<file path="src/hdl/mevs_pkg.sv">
// Shared constants, types and controller/datapath interface structs for the
// mesh edge and vertex store. No dependencies.
`default_nettype none

package mevs_pkg;

	// Table capacities and the number of coordinate bits that are compared.
	localparam int VERTEX_CAPACITY = 256;
	localparam int EDGE_CAPACITY   = 512;
	localparam int COORD_BITS      = 16;

	// Fixed field widths of the item and result interfaces.
	localparam int IN_COORD_W    = 16;
	localparam int TAG_W         = 11;
	localparam int STATUS_W      = 2;
	localparam int EDGE_SLOT_W   = 9;
	localparam int VERTEX_SLOT_W = 8;

	// Derived widths.
	localparam int CMP_W   = (COORD_BITS < IN_COORD_W) ? COORD_BITS : IN_COORD_W;
	localparam int VADDR_W = $clog2(VERTEX_CAPACITY);
	localparam int VCNT_W  = $clog2(VERTEX_CAPACITY + 1);
	localparam int EADDR_W = $clog2(EDGE_CAPACITY);
	localparam int ECNT_W  = $clog2(EDGE_CAPACITY + 1);
	localparam int SCAN_W  = (VCNT_W > ECNT_W) ? VCNT_W : ECNT_W;

	typedef logic signed [IN_COORD_W-1:0] in_coord_t;
	typedef logic signed [TAG_W-1:0]      in_tag_t;
	typedef logic [TAG_W-1:0]             tag_t;
	typedef logic [CMP_W-1:0]             cmp_t;
	typedef logic [STATUS_W-1:0]          status_t;

	// Result status codes.
	localparam status_t ST_NEW   = 2'd0;
	localparam status_t ST_EXIST = 2'd1;
	localparam status_t ST_DEGEN = 2'd2;
	localparam status_t ST_FULL  = 2'd3;

	// Contour tag pattern that marks an inner edge.
	localparam tag_t INNER_TAG = {TAG_W{1'b1}};

	// Commands from the controller to the datapath.
	typedef struct packed {
		logic load;
		logic scan_clear;
		logic vscan;
		logic escan;
		logic res_degen;
		logic res_full;
		logic add_va;
		logic add_vb;
		logic edge_write;
		logic publish;
	} cmd_t;

	// Status from the datapath to the controller.
	typedef struct packed {
		logic degen;
		logic vscan_done;
		logic escan_done;
		logic va_found;
		logic vb_found;
		logic e_found;
		logic vfull;
		logic efull;
		logic res_free;
		logic tables_ok;
	} sts_t;

endpackage

`default_nettype wire

</file>
<file path="src/hdl/mevs_ctrl.sv">
// Sequencing state machine for the mesh edge and vertex store.
// Depends on mevs_pkg for the command and status structs.
`default_nettype none

module mevs_ctrl (
	input  logic           clk,
	input  logic           arst_n,
	input  logic           in_valid,
	input  mevs_pkg::sts_t sts,
	output mevs_pkg::cmd_t cmd,
	output logic           in_stall
);
	import mevs_pkg::*;

	localparam logic [3:0] S_IDLE  = 4'd0;
	localparam logic [3:0] S_CHECK = 4'd1;
	localparam logic [3:0] S_VSCAN = 4'd2;
	localparam logic [3:0] S_VDEC  = 4'd3;
	localparam logic [3:0] S_ESCAN = 4'd4;
	localparam logic [3:0] S_EDEC  = 4'd5;
	localparam logic [3:0] S_ADDV  = 4'd6;
	localparam logic [3:0] S_EWR   = 4'd7;
	localparam logic [3:0] S_OUT   = 4'd8;

	logic [3:0] state_q;
	logic [3:0] state_d;

	// The block takes a new item only between items.
	assign in_stall = (state_q != S_IDLE);

	// Next state and command decode.
	always_comb begin
		state_d = state_q;
		cmd     = '0;
		unique case (state_q)
			S_IDLE: begin
				if (in_valid) begin
					cmd.load = 1'b1;
					state_d  = S_CHECK;
				end
			end
			S_CHECK: begin
				if (sts.degen) begin
					cmd.res_degen = 1'b1;
					state_d       = S_OUT;
				end else begin
					cmd.scan_clear = 1'b1;
					state_d        = S_VSCAN;
				end
			end
			S_VSCAN: begin
				cmd.vscan = 1'b1;
				if (sts.vscan_done) begin
					state_d = S_VDEC;
				end
			end
			S_VDEC: begin
				if (sts.va_found && sts.vb_found) begin
					cmd.scan_clear = 1'b1;
					state_d        = S_ESCAN;
				end else if (sts.vfull || sts.efull) begin
					cmd.res_full = 1'b1;
					state_d      = S_OUT;
				end else begin
					state_d = S_ADDV;
				end
			end
			S_ESCAN: begin
				cmd.escan = 1'b1;
				if (sts.escan_done) begin
					state_d = S_EDEC;
				end
			end
			S_EDEC: begin
				if (!sts.e_found && sts.efull) begin
					cmd.res_full = 1'b1;
					state_d      = S_OUT;
				end else begin
					state_d = S_EWR;
				end
			end
			S_ADDV: begin
				if (!sts.va_found) begin
					cmd.add_va = 1'b1;
				end else if (!sts.vb_found) begin
					cmd.add_vb = 1'b1;
				end else begin
					state_d = S_EWR;
				end
			end
			S_EWR: begin
				cmd.edge_write = 1'b1;
				state_d        = S_OUT;
			end
			S_OUT: begin
				if (sts.res_free) begin
					cmd.publish = 1'b1;
					state_d     = S_IDLE;
				end
			end
			default: begin
				state_d = S_IDLE;
			end
		endcase
	end

	// State register.
	always_ff @(posedge clk or negedge arst_n) begin
		if (!arst_n) begin
			state_q <= S_IDLE;
		end else begin
			state_q <= state_d;
		end
	end

endmodule

`default_nettype wire

</file>
<file path="config.mk">
export PLATFORM = sky130hd
export DESIGN_NAME = mevs_ctrl
export DESIGN_NICKNAME = d
export VERILOG_FILES = /design/src/hdl/mevs_pkg.sv /design/src/hdl/mevs_ctrl.sv
export SDC_FILE = /design/constraint.sdc
export NUM_CORES = 1
export LEC_CHECK = 0
export ABC_AREA = 0
export BUFFER_PORTS_ARGS = -buffer_cell sky130_fd_sc_hd__buf_2
export CORE_AREA = 2 2 39 41
export DETAILED_ROUTE_END_ITERATION = 7
export DIE_AREA = 0 0 41 43
export HOLD_SLACK_MARGIN = 0.15
export PLACE_DENSITY_LB_ADDON = 0.05
export SYNTH_ARGS = -nofsm -noshare
export SYNTH_HDL_FRONTEND = slang
export SYNTH_SLANG_ARGS = --single-unit
</file>
<file path="constraint.sdc">
create_clock -name clk -period 1.7 [get_ports clk]
set_input_delay 0.085 -clock clk [delete_from_list [all_inputs] [get_ports clk]]
set_output_delay 0.085 -clock clk [all_outputs]
set_load 0.005 [all_outputs]
</file>
==> metrics.cfg, run 1 <==
[status]
status = finished, final reports clean

[setup_path]
reg2reg_to = state_q[0]$_DFFE_PN0P_
r2r-start = state_q[0]$_DFFE_PN0P_
crit_arrival_ns = 1.46
path_class = flop to primary output
worstPathRequired_ns = 1.62
start_kind = flop
crit_family = flip-flops
crit_chain = and2b_1, a32oi_1, nor2_1, buf_2
reg2reg_depth = 4
cp-end-kind = primary output
slowest_delay_ns = 0.53
cp_max_fo = 12
crit_slowest_cell = dfrtp_1
rrSetupSlack_ns = 0.37
cp_num_buf_inv = 1

[clock_network]
root_buffer = clkbuf_4
cts_tree = built
clock_latency_ns = 0.23
clock_sinks = 4
cts-resized-gates = 0
cts_buffers = 3
cts.path.max_buffers = 2
htree_levels = 1
clkTransAtPathRegs_ns = 0.04

[cells_and_area]
num_antenna_cells = 0
post-route-util = 0.388
largest_registers = state_q: 4 flops
largest_reg_flops = 4
areaGrowthSynthToFinish_pct = 31.6
largest_register = state_q
layout-drive-gt1-share = 0.377
nets = 92

[routing]
wl_per_cell_um = 11.5
drtAntennaViolNets = 0
drt_first_pass_iters = 6
routed-via-count = 466
viasPerCell = 5.01
drc = 0
first_iter_violations = 2
drt-total-wl_um = 1070

[timing]
setup_viol = 0
clock.fmax_mhz = 648
period_share = 0.908
maxSlewViolCount = 0
worst_hold_slack_ns = 0.187
slew-limit-headroom = 0.687
tns_ns = 0
rsz0062_at_grt = no
fin_ws_ns = 0.157
hold_viol = 0
fin_crit_ns = 1.54
worst_slew_pin_slew_ns = 0.470
fin_skew_ns = 0.00464

[power_and_ir_drop]
power.total_mw = 0.717
p_per_area_mw_per_mm2 = 1340
p_leak_nw = 0.269
ir_drop_uv = 972

[synth]
syn_inst = 55
ys_warn_count = 0
syn_area_um2 = 408
synth_seq_area_share = 0.245
yosysUniqueCellTypes = 27
synth-seq-cells = 4
synth_area_per_cell_um2 = 7.42
synth_fp_nets = 68

[placed_design]
gp_congestion = 0.744
pre_cts_ws_ns = 0.371
hpwlAfterDp_um = 831
portBuffers = 22

[job]
cap_violations = 0

[floorplan]
die_h_um = 43
die_area_mm2 = 0.00176
io-pin-count = 24
die_w_um = 41
num_rows = 14
core_mm2 = 0.00138
start_util = 0.295

[worst_hold_path]
hold_class = input pin to async pin

[grt]
grt_first_pass_wirelength_um = 1590
antenna_found_initial = 0
first_global_vias = 377
grt_max_degree = 15
grt_usage = 0.129
grt-ovfl-total = 0

-- routing by layer --
metal  GRT usage  part of all wire
met1       0.178              0.51
met3      0.0471             0.050
met5           0                 0
met4      0.0400                 0
met2       0.181              0.44
-- worst max-delay path by stage --
stage | from | endpoint | cells after the start
2_1_floorplan | state_q[0]$_DFFE_PN0P_ | state_q[3]$_DFFE_PN0P_ | 5
3_3_place_gp | state_q[0]$_DFFE_PN0P_ | state_q[0]$_DFFE_PN0P_ | 4
3_5_place_dp | state_q[0]$_DFFE_PN0P_ | state_q[0]$_DFFE_PN0P_ | 4
4_1_cts | state_q[1]$_DFFE_PN0P_ | cmd[4] | 4
5_1_grt | state_q[1]$_DFFE_PN0P_ | cmd[4] | 4
6_report | state_q[1]$_DFFE_PN0P_ | cmd[4] | 4
-- power by group --
part / switching [mW] / total (mW) / internal [mW]
combinational: 0.175 / 0.356 / 0.182
clock: 0.0334 / 0.112 / 0.0786
sequential: 0.116 / 0.249 / 0.133
-- layout by cell type (no fill, tap or decap), drive strengths merged --
| cell type | instances |
|---|---|
| a31oi | 2 |
| inv | 2 |
| nor2 | 7 |
| a32oi | 1 |
| o32a | 1 |
| buf | 22 |
| a21oi | 3 |
| nor2b | 1 |
| and3 | 4 |
| dfrtp | 4 |
| and4b | 1 |
| nand2b | 1 |
| o32ai | 1 |
| mux2i | 1 |
| a22oi | 1 |
| nor3 | 3 |
| o21ai | 4 |
| nand2 | 6 |
| dlygate4sd3 | 1 |
| nor4 | 2 |
| nand3 | 2 |
| and2b | 1 |
| clkbuf | 3 |
| nor3b | 3 |
-- what timing repair did --
| item | CTS | global route |
|---|---|---|
| endpoints found under the setup margin | 0 | 0 |
| setup buffers | 0 | 0 |
| hold endpoints to repair | 4 | 0 |
| hold buffers | 1 | 0 |
-- logic make-up after synthesis --
family	after synthesis	synth area share
buf+inv	6	0.101
simple gates	31	0.426
compound gates	13	0.202
mux	1	0.0245
flops	4	0.245
-- cell usage after synthesis --
| master | number | area share |
|---|---|---|
| a21oi_1 | 3 | 0.037 |
| a22oi_1 | 1 | 0.018 |
| a31oi_1 | 2 | 0.031 |
| a32oi_1 | 1 | 0.021 |
| and2b_1 | 1 | 0.018 |
| and3_1 | 4 | 0.061 |
| and4b_1 | 1 | 0.025 |
| buf_4 | 3 | 0.055 |
| buf_6 | 1 | 0.028 |
| dfrtp_1 | 4 | 0.25 |
| inv_1 | 1 | 0.0092 |
| inv_2 | 1 | 0.0092 |
| mux2i_1 | 1 | 0.025 |
| nand2_1 | 5 | 0.046 |
| nand2_2 | 1 | 0.015 |
| nand2b_1 | 1 | 0.015 |
| nand3_1 | 2 | 0.025 |
| nor2_1 | 6 | 0.055 |
| nor2_2 | 1 | 0.015 |
| nor2b_1 | 1 | 0.015 |
| nor3_1 | 3 | 0.037 |
| nor3b_1 | 2 | 0.037 |
| nor3b_2 | 1 | 0.031 |
| nor4_1 | 2 | 0.031 |
| o21ai_0 | 4 | 0.049 |
| o32a_1 | 1 | 0.025 |
| o32ai_1 | 1 | 0.021 |
-- area by class of cell --
| type | instances | area [um^2] |
|---|---|---|
| Clock buffer | 3 | 22.5 |
| Fill cell | 157 | 847 |
| Inverter | 2 | 7.51 |
| Multi-Input combinational cell | 45 | 267 |
| Sequential cell | 4 | 100 |
| Tap cell | 16 | 20.0 |
| Timing Repair Buffer | 23 | 120 |
-- metrics by stage --
stage / cells / cell area [um^2]
floorplan: 55 / 408
global placement: 89 / 504
detailed placement: 89 / 504
CTS: 93 / 537
global route: 93 / 537
finish: 93 / 537
No activity file was read; power rests on OpenSTA's default activity.
==> run 2: changes to the inputs <==
CELL_PAD_IN_SITES_DETAIL_PLACEMENT = 2   (was not set)
CELL_PAD_IN_SITES_GLOBAL_PLACEMENT = 2   (was not set)
CORE_AREA = not set   (was 2 2 39 41)
CORE_UTILIZATION = 22   (was not set)
DIE_AREA = not set   (was 0 0 41 43)
MAX_ROUTING_LAYER = met4   (was not set)
==> run 2 against run 1 <==
Net effect: sequential share of layout area down 0.20 points; clock-buffer cell count unchanged; maximum frequency up 0.95%; sequential power up 3%; flip-flop and latch count unchanged.
==> metrics.cfg, run 2 (synthesis gave the netlist of run 1 again) <==
[cells_and_area]
fin_cells = 102  ; +9.7%
num_antenna_cells = 0  ; unchanged
nets = 92  ; unchanged
largest_register = state_q
fillers = 221  ; +41%
largest_registers = state_q: 4 flops
areaGrowthSynthToFinish_pct = 34.7
final_cell_mix = buf_2, nor2_1, nand2_1
largest_reg_flops = 4  ; unchanged
final_common_cell = buf_2
seqCellArea_um2 = 101  ; +1.2%
layout-drive-gt1-share = 0.390  ; +0.0130
multiInputGateArea_um2 = 267  ; unchanged

[setup_path]
r2r-start = state_q[0]$_DFFE_PN0P_
cp_max_fo = 11  ; -1
cp-end-kind = primary output
reg2reg_to = state_q[0]$_DFFE_PN0P_
cp-startpoint = state_q[0]$_DFFE_PN0P_
path_class = flop to primary output
crit_arrival_ns = 1.44  ; -0.02 ns
crit_chain = and2b_1, a32oi_1, nor2_1, buf_2
crit_family = flip-flops
worstPathRequired_ns = 1.62  ; about the same
reg2reg_depth = 4  ; unchanged
cp_num_buf_inv = 1  ; unchanged
start_kind = flop
crit_slowest_cell = dfrtp_1
rrSetupSlack_ns = 0.37  ; about the same
slowest_delay_ns = 0.48  ; -0.05 ns
path_depth = 4  ; unchanged

[timing]
maxSlewViolCount = 0  ; unchanged
slew-limit-headroom = 0.670  ; -0.0163
setup_viol = 0  ; unchanged
fin_skew_ns = 0.00165  ; -0.00298 ns
fin_crit_ns = 1.53  ; -0.0145 ns
worst_hold_slack_ns = 0.178  ; -0.00932 ns
period_share = 0.899  ; -0.00853
clock.fmax_mhz = 654  ; +0.95%
tns_ns = 0  ; unchanged
rsz0062_at_grt = no
hold_viol = 0  ; unchanged
worst_slew_pin_slew_ns = 0.495  ; +0.0245 ns

[clock_network]
clkTransAtPathRegs_ns = 0.04  ; about the same
cts_buffers = 3  ; unchanged
clock_sinks = 4  ; unchanged
cts_setup_buffers = 0  ; unchanged
htree_levels = 1  ; unchanged
clock_latency_ns = 0.24  ; about the same
cts_tree = built
cts.path.max_buffers = 2  ; unchanged
root_buffer = clkbuf_4

[routing]
wl_per_cell_um = 13.6  ; +19%
drt-met1-wl_um = 655  ; +21%
drtAntennaViolNets = 0  ; unchanged
first_iter_violations = 6  ; +4
wl_met3_um = 47  ; -11%
drc = 0  ; unchanged
viasPerCell = 4.93  ; -1.6%
drt-total-wl_um = 1390  ; +30%
wl_met2_um = 677  ; +44%
routed.top_layer = met4
drt_first_pass_iters = 4  ; -2
routed-via-count = 503  ; +7.9%

[placed_design]
portBuffers = 22  ; unchanged
gp_congestion = 0.736  ; -0.98%
hpwlAfterDp_um = 1030  ; +24%
dp_cells = 98  ; +10%

[power_and_ir_drop]
p_per_area_mw_per_mm2 = 1350  ; +1.1%
p_leak_nw = 0.268  ; -0.51%
ir_drop_uv = 389  ; -60%

[grt]
grt-ovfl-total = 0  ; unchanged
grt_first_pass_wirelength_um = 2320  ; +46%
grt_max_degree = 15  ; unchanged
grt_usage = 0.168  ; +0.0389
first_global_vias = 496  ; +32%
antenna_found_initial = 0  ; unchanged

[floorplan]
io-pin-count = 24  ; unchanged
die_h_um = 45.1  ; +4.8%
die_w_um = 45.1  ; +9.9%
die_area_mm2 = 0.00203  ; +15%
num_rows = 15  ; +1
start_util = 0.236  ; -0.0585
core_mm2 = 0.00173  ; +25%

[job]
cap_violations = 0  ; unchanged

[status]
status = finished, final reports clean

[worst_hold_path]
hold_class = input pin to async pin

==> run 2: where the power goes <==
group          switching (mW)  internal, mW
clock network          0.0404        0.0791
logic                   0.184         0.182
registers               0.122         0.135
==> run 2: per-layer routing <==
metal / vias to the layer above / GRT usage
li1: 246 / -
met3: 2 / 0.0360
met4: 0 / 0.0545
met5: - / -
met1: 241 / 0.225
met2: 14 / 0.249
==> run 2: worst max path at each step <==
| stage | endpoint | slack, ns |
|---|---|---|
| after detailed placement | state_q[0]$_DFFE_PN0P_ | 0.33 |
| after global placement | state_q[0]$_DFFE_PN0P_ | 0.34 |
| after CTS | cmd[4] | 0.1 |
| after global routing | cmd[2] | 0.004 |
| after floorplan | state_q[3]$_DFFE_PN0P_ | 0.60 |
| final | cmd[4] | 0.17 |
==> run 2: layout make-up <==
class,instances,share of cell area
clock buffers,3,0.0410
well taps,25,0.0569
repair buffers,23,0.219
multi-input cells,45,0.485
flip-flops and latches,4,0.185
inverters,2,0.0137
==> run 2: through the flow <==
stage               utilization  cell area, um^2  power [mW]  setup WS [ns]
CTS                       0.317              548       0.757         0.0964
detailed placement        0.299              515       0.628          0.334
floorplan                     -              408       0.521          0.601
global placement          0.299              515       0.625          0.342
global route              0.318              549       0.841        0.00354
finish                    0.318              549       0.742          0.171
==> run 2: timing repair <==
item | 4_1_cts | 5_1_grt
endpoints found under the setup margin | 0 | 1
gates resized for setup | 0 | 1
hold endpoints to repair | 4 | 0
hold buffers | 1 | 0
==> run 3: changes to the inputs <==
--- a/config.mk
+++ b/config.mk
@@ -12,4 +12,5 @@
 export CORE_UTILIZATION = 22
 export DETAILED_ROUTE_END_ITERATION = 7
+export GPL_TIMING_DRIVEN = 0
 export HOLD_SLACK_MARGIN = 0.15
 export MAX_ROUTING_LAYER = met4
==> constraint.sdc (replaced) <==
create_clock -name clk -period 1.7 [get_ports clk]
set_input_delay 0.34 -clock clk [delete_from_list [all_inputs] [get_ports clk]]
set_output_delay 0.34 -clock clk [all_outputs]
set_load 0.005 [all_outputs]
==> run 3 against run 2 <==
Net effect: the run now ends with negative setup slack left; non-clock buffer count grew 9; worst hold slack better by 0.27 ns; power rose by 28%; via count up 7.0%; clock skew is 0.0028 ns higher; routed wire length is 5.5% higher; sequential power fell by 39%; flip-flop and latch count unchanged; clock-buffer cell count did not move; cell area is 22% higher; highest routed layer unchanged.
==> metrics.cfg, run 3 (synthesis gave the netlist of run 1 again) <==
[cells_and_area]
nets = 101  ; +9.8%
num_antenna_cells = 0  ; unchanged
largest_reg_flops = 4  ; unchanged
final_cell_mix = buf_2, buf_4
fillers = 216  ; -2.3%
final_common_cell = buf_2
largest_registers = state_q: 4 flops
layout-drive-gt1-share = 0.523  ; +0.134
post-route-util = 0.387  ; +0.0688
largest_register = state_q
areaGrowthSynthToFinish_pct = 63.8

[timing]
fin_ws_ns = -0.00286  ; -0.174 ns
slew-limit-headroom = 0.767  ; +0.0966
period_share = 1.00  ; +0.102
maxSlewViolCount = 0  ; unchanged
setup_viol = 1  ; +1
fin_skew_ns = 0.00446  ; +0.00280 ns
hold_viol = 0  ; unchanged
worst_slew_pin_slew_ns = 0.349  ; -0.146 ns
fin_crit_ns = 1.70  ; +0.174 ns
clock.fmax_mhz = 587  ; -10%
tns_ns = -0.00286  ; -0.00286 ns
rsz0062_at_grt = yes

[setup_path]
cp-startpoint = state_q[0]$_DFFE_PN0P_
cp_max_fo = 4  ; -7
r2r-start = state_q[0]$_DFFE_PN0P_
path_class = flop to primary output
start_kind = flop
worstPathRequired_ns = 1.36  ; -0.26 ns
cp-end-kind = primary output
reg2reg_depth = 8  ; +4
crit_arrival_ns = 1.36  ; -0.08 ns

[grt]
antenna_found_initial = 0  ; unchanged
grt_first_pass_wirelength_um = 2390  ; +3.0%
grt_max_degree = 11  ; -4
grt-ovfl-total = 0  ; unchanged
grt_usage = 0.175  ; +0.00699
first_global_vias = 554  ; +12%

[floorplan]
die_area_mm2 = 0.00203  ; unchanged
io-pin-count = 24  ; unchanged
die_w_um = 45.1  ; unchanged
start_util = 0.236  ; unchanged
die_h_um = 45.1  ; unchanged
num_rows = 15  ; unchanged
core_mm2 = 0.00173  ; unchanged

[clock_network]
clock_sinks = 4  ; unchanged
clkTransAtPathRegs_ns = 0.04  ; about the same
cts_buffers = 3  ; unchanged
htree_levels = 1  ; unchanged
cts_tree = built
clock_latency_ns = 0.24  ; about the same
root_buffer = clkbuf_4
cts.path.max_buffers = 2  ; unchanged

[routing]
drc = 0  ; unchanged
drt-total-wl_um = 1460  ; +5.5%
viasPerCell = 4.85  ; -1.7%
wl_per_cell_um = 13.2  ; -3.1%
routed-via-count = 538  ; +7.0%
first_iter_violations = 9  ; +3
drtAntennaViolNets = 0  ; unchanged
drt_first_pass_iters = 3  ; -1

[placed_design]
gp_congestion = 0.754  ; +2.4%
hpwlAfterDp_um = 1160  ; +13%
pre_cts_ws_ns = 0.203  ; -0.131 ns
portBuffers = 22  ; unchanged

[status]
status = finished with violations
violations = negative setup slack

[power_and_ir_drop]
p_leak_nw = 0.332  ; +24%
ir_drop_uv = 541  ; +39%
p_per_area_mw_per_mm2 = 1430  ; +5.6%

[job]
cap_violations = 0  ; unchanged

[worst_hold_path]
hold_class = input pin to async pin

==> run 3: final timing paths <==
| check | endpoint | slack (ns) |
|---|---|---|
| min in group clk | state_q[1]$_DFFE_PN0P_ | 0.46 |
| max | cmd[4] | -0.003 |
| max reg2reg | state_q[3]$_DFFE_PN0P_ | 0.10 |
| min | state_q[0]$_DFFE_PN0P_ | 0.45 |
| min reg2reg | state_q[2]$_DFFE_PN0P_ | 0.59 |
| max in group asynchronous | state_q[3]$_DFFE_PN0P_ | 1.13 |
==> run 3: layout make-up <==
type,instances,area [um^2],share of cell area
clock buffer,3,22.5,0.0337
timing repair buffer,28,158,0.236
inverter,2,10.0,0.0150
multi-input combinational,45,313,0.468
buffer,4,33.8,0.0506
tap,25,31.3,0.0468
sequential,4,100,0.150
==> run 3: worst max-delay path: stages (launching register included) <==
cell and delay, ns:
dfrtp_1 0.38, buf_6 0.13, and2b_2 0.22, a32oi_2 0.22, nor2_1 0.05, buf_2 0.12
==> run 3: report_power, final <==
group	switching, mW	leakage, nW	internal (mW)
clock network	0.0385	0.0138	0.0789
registers	0.0230	0.0522	0.135
logic	0.361	0.266	0.318
==> run 3: what timing repair did <==
| action | 4_1_cts | 5_1_grt |
|---|---|---|
| hold buffers | 1 | 0 |
| resized for setup | 2 | 9 |
| endpoints found under the setup margin | 4 | 5 |
| pin swaps | 1 | 2 |
| endpoints found under the hold margin | 4 | 0 |
| setup buffers | 1 | 4 |
==> run 3: stage by stage <==
| stage | hold WS, ns | instances | area, um^2 | power [mW] |
|---|---|---|---|---|
| 6_report | 0.452 | 111 | 668 | 0.953 |
| 2_1_floorplan | 0.0444 | 55 | 408 | 0.521 |
| 5_1_grt | 0.462 | 111 | 668 | 1.05 |
| 3_5_place_dp | 0.147 | 102 | 549 | 0.700 |
| 4_1_cts | 0.424 | 107 | 599 | 0.853 |
| 3_3_place_gp | 0.146 | 102 | 549 | 0.693 |
==> run 3: per-layer routing <==
metal / track usage / routed length (um) / part of all wire / up-vias
met2: 0.264 / 728 / 0.50 / 16
met4: 0.0848 / 14 / 0.0096 / 0
li1: - / - / - / 262
met3: 0.0520 / 60 / 0.041 / 2
met5: - / 0 / 0 / -
met1: 0.211 / 661 / 0.45 / 258
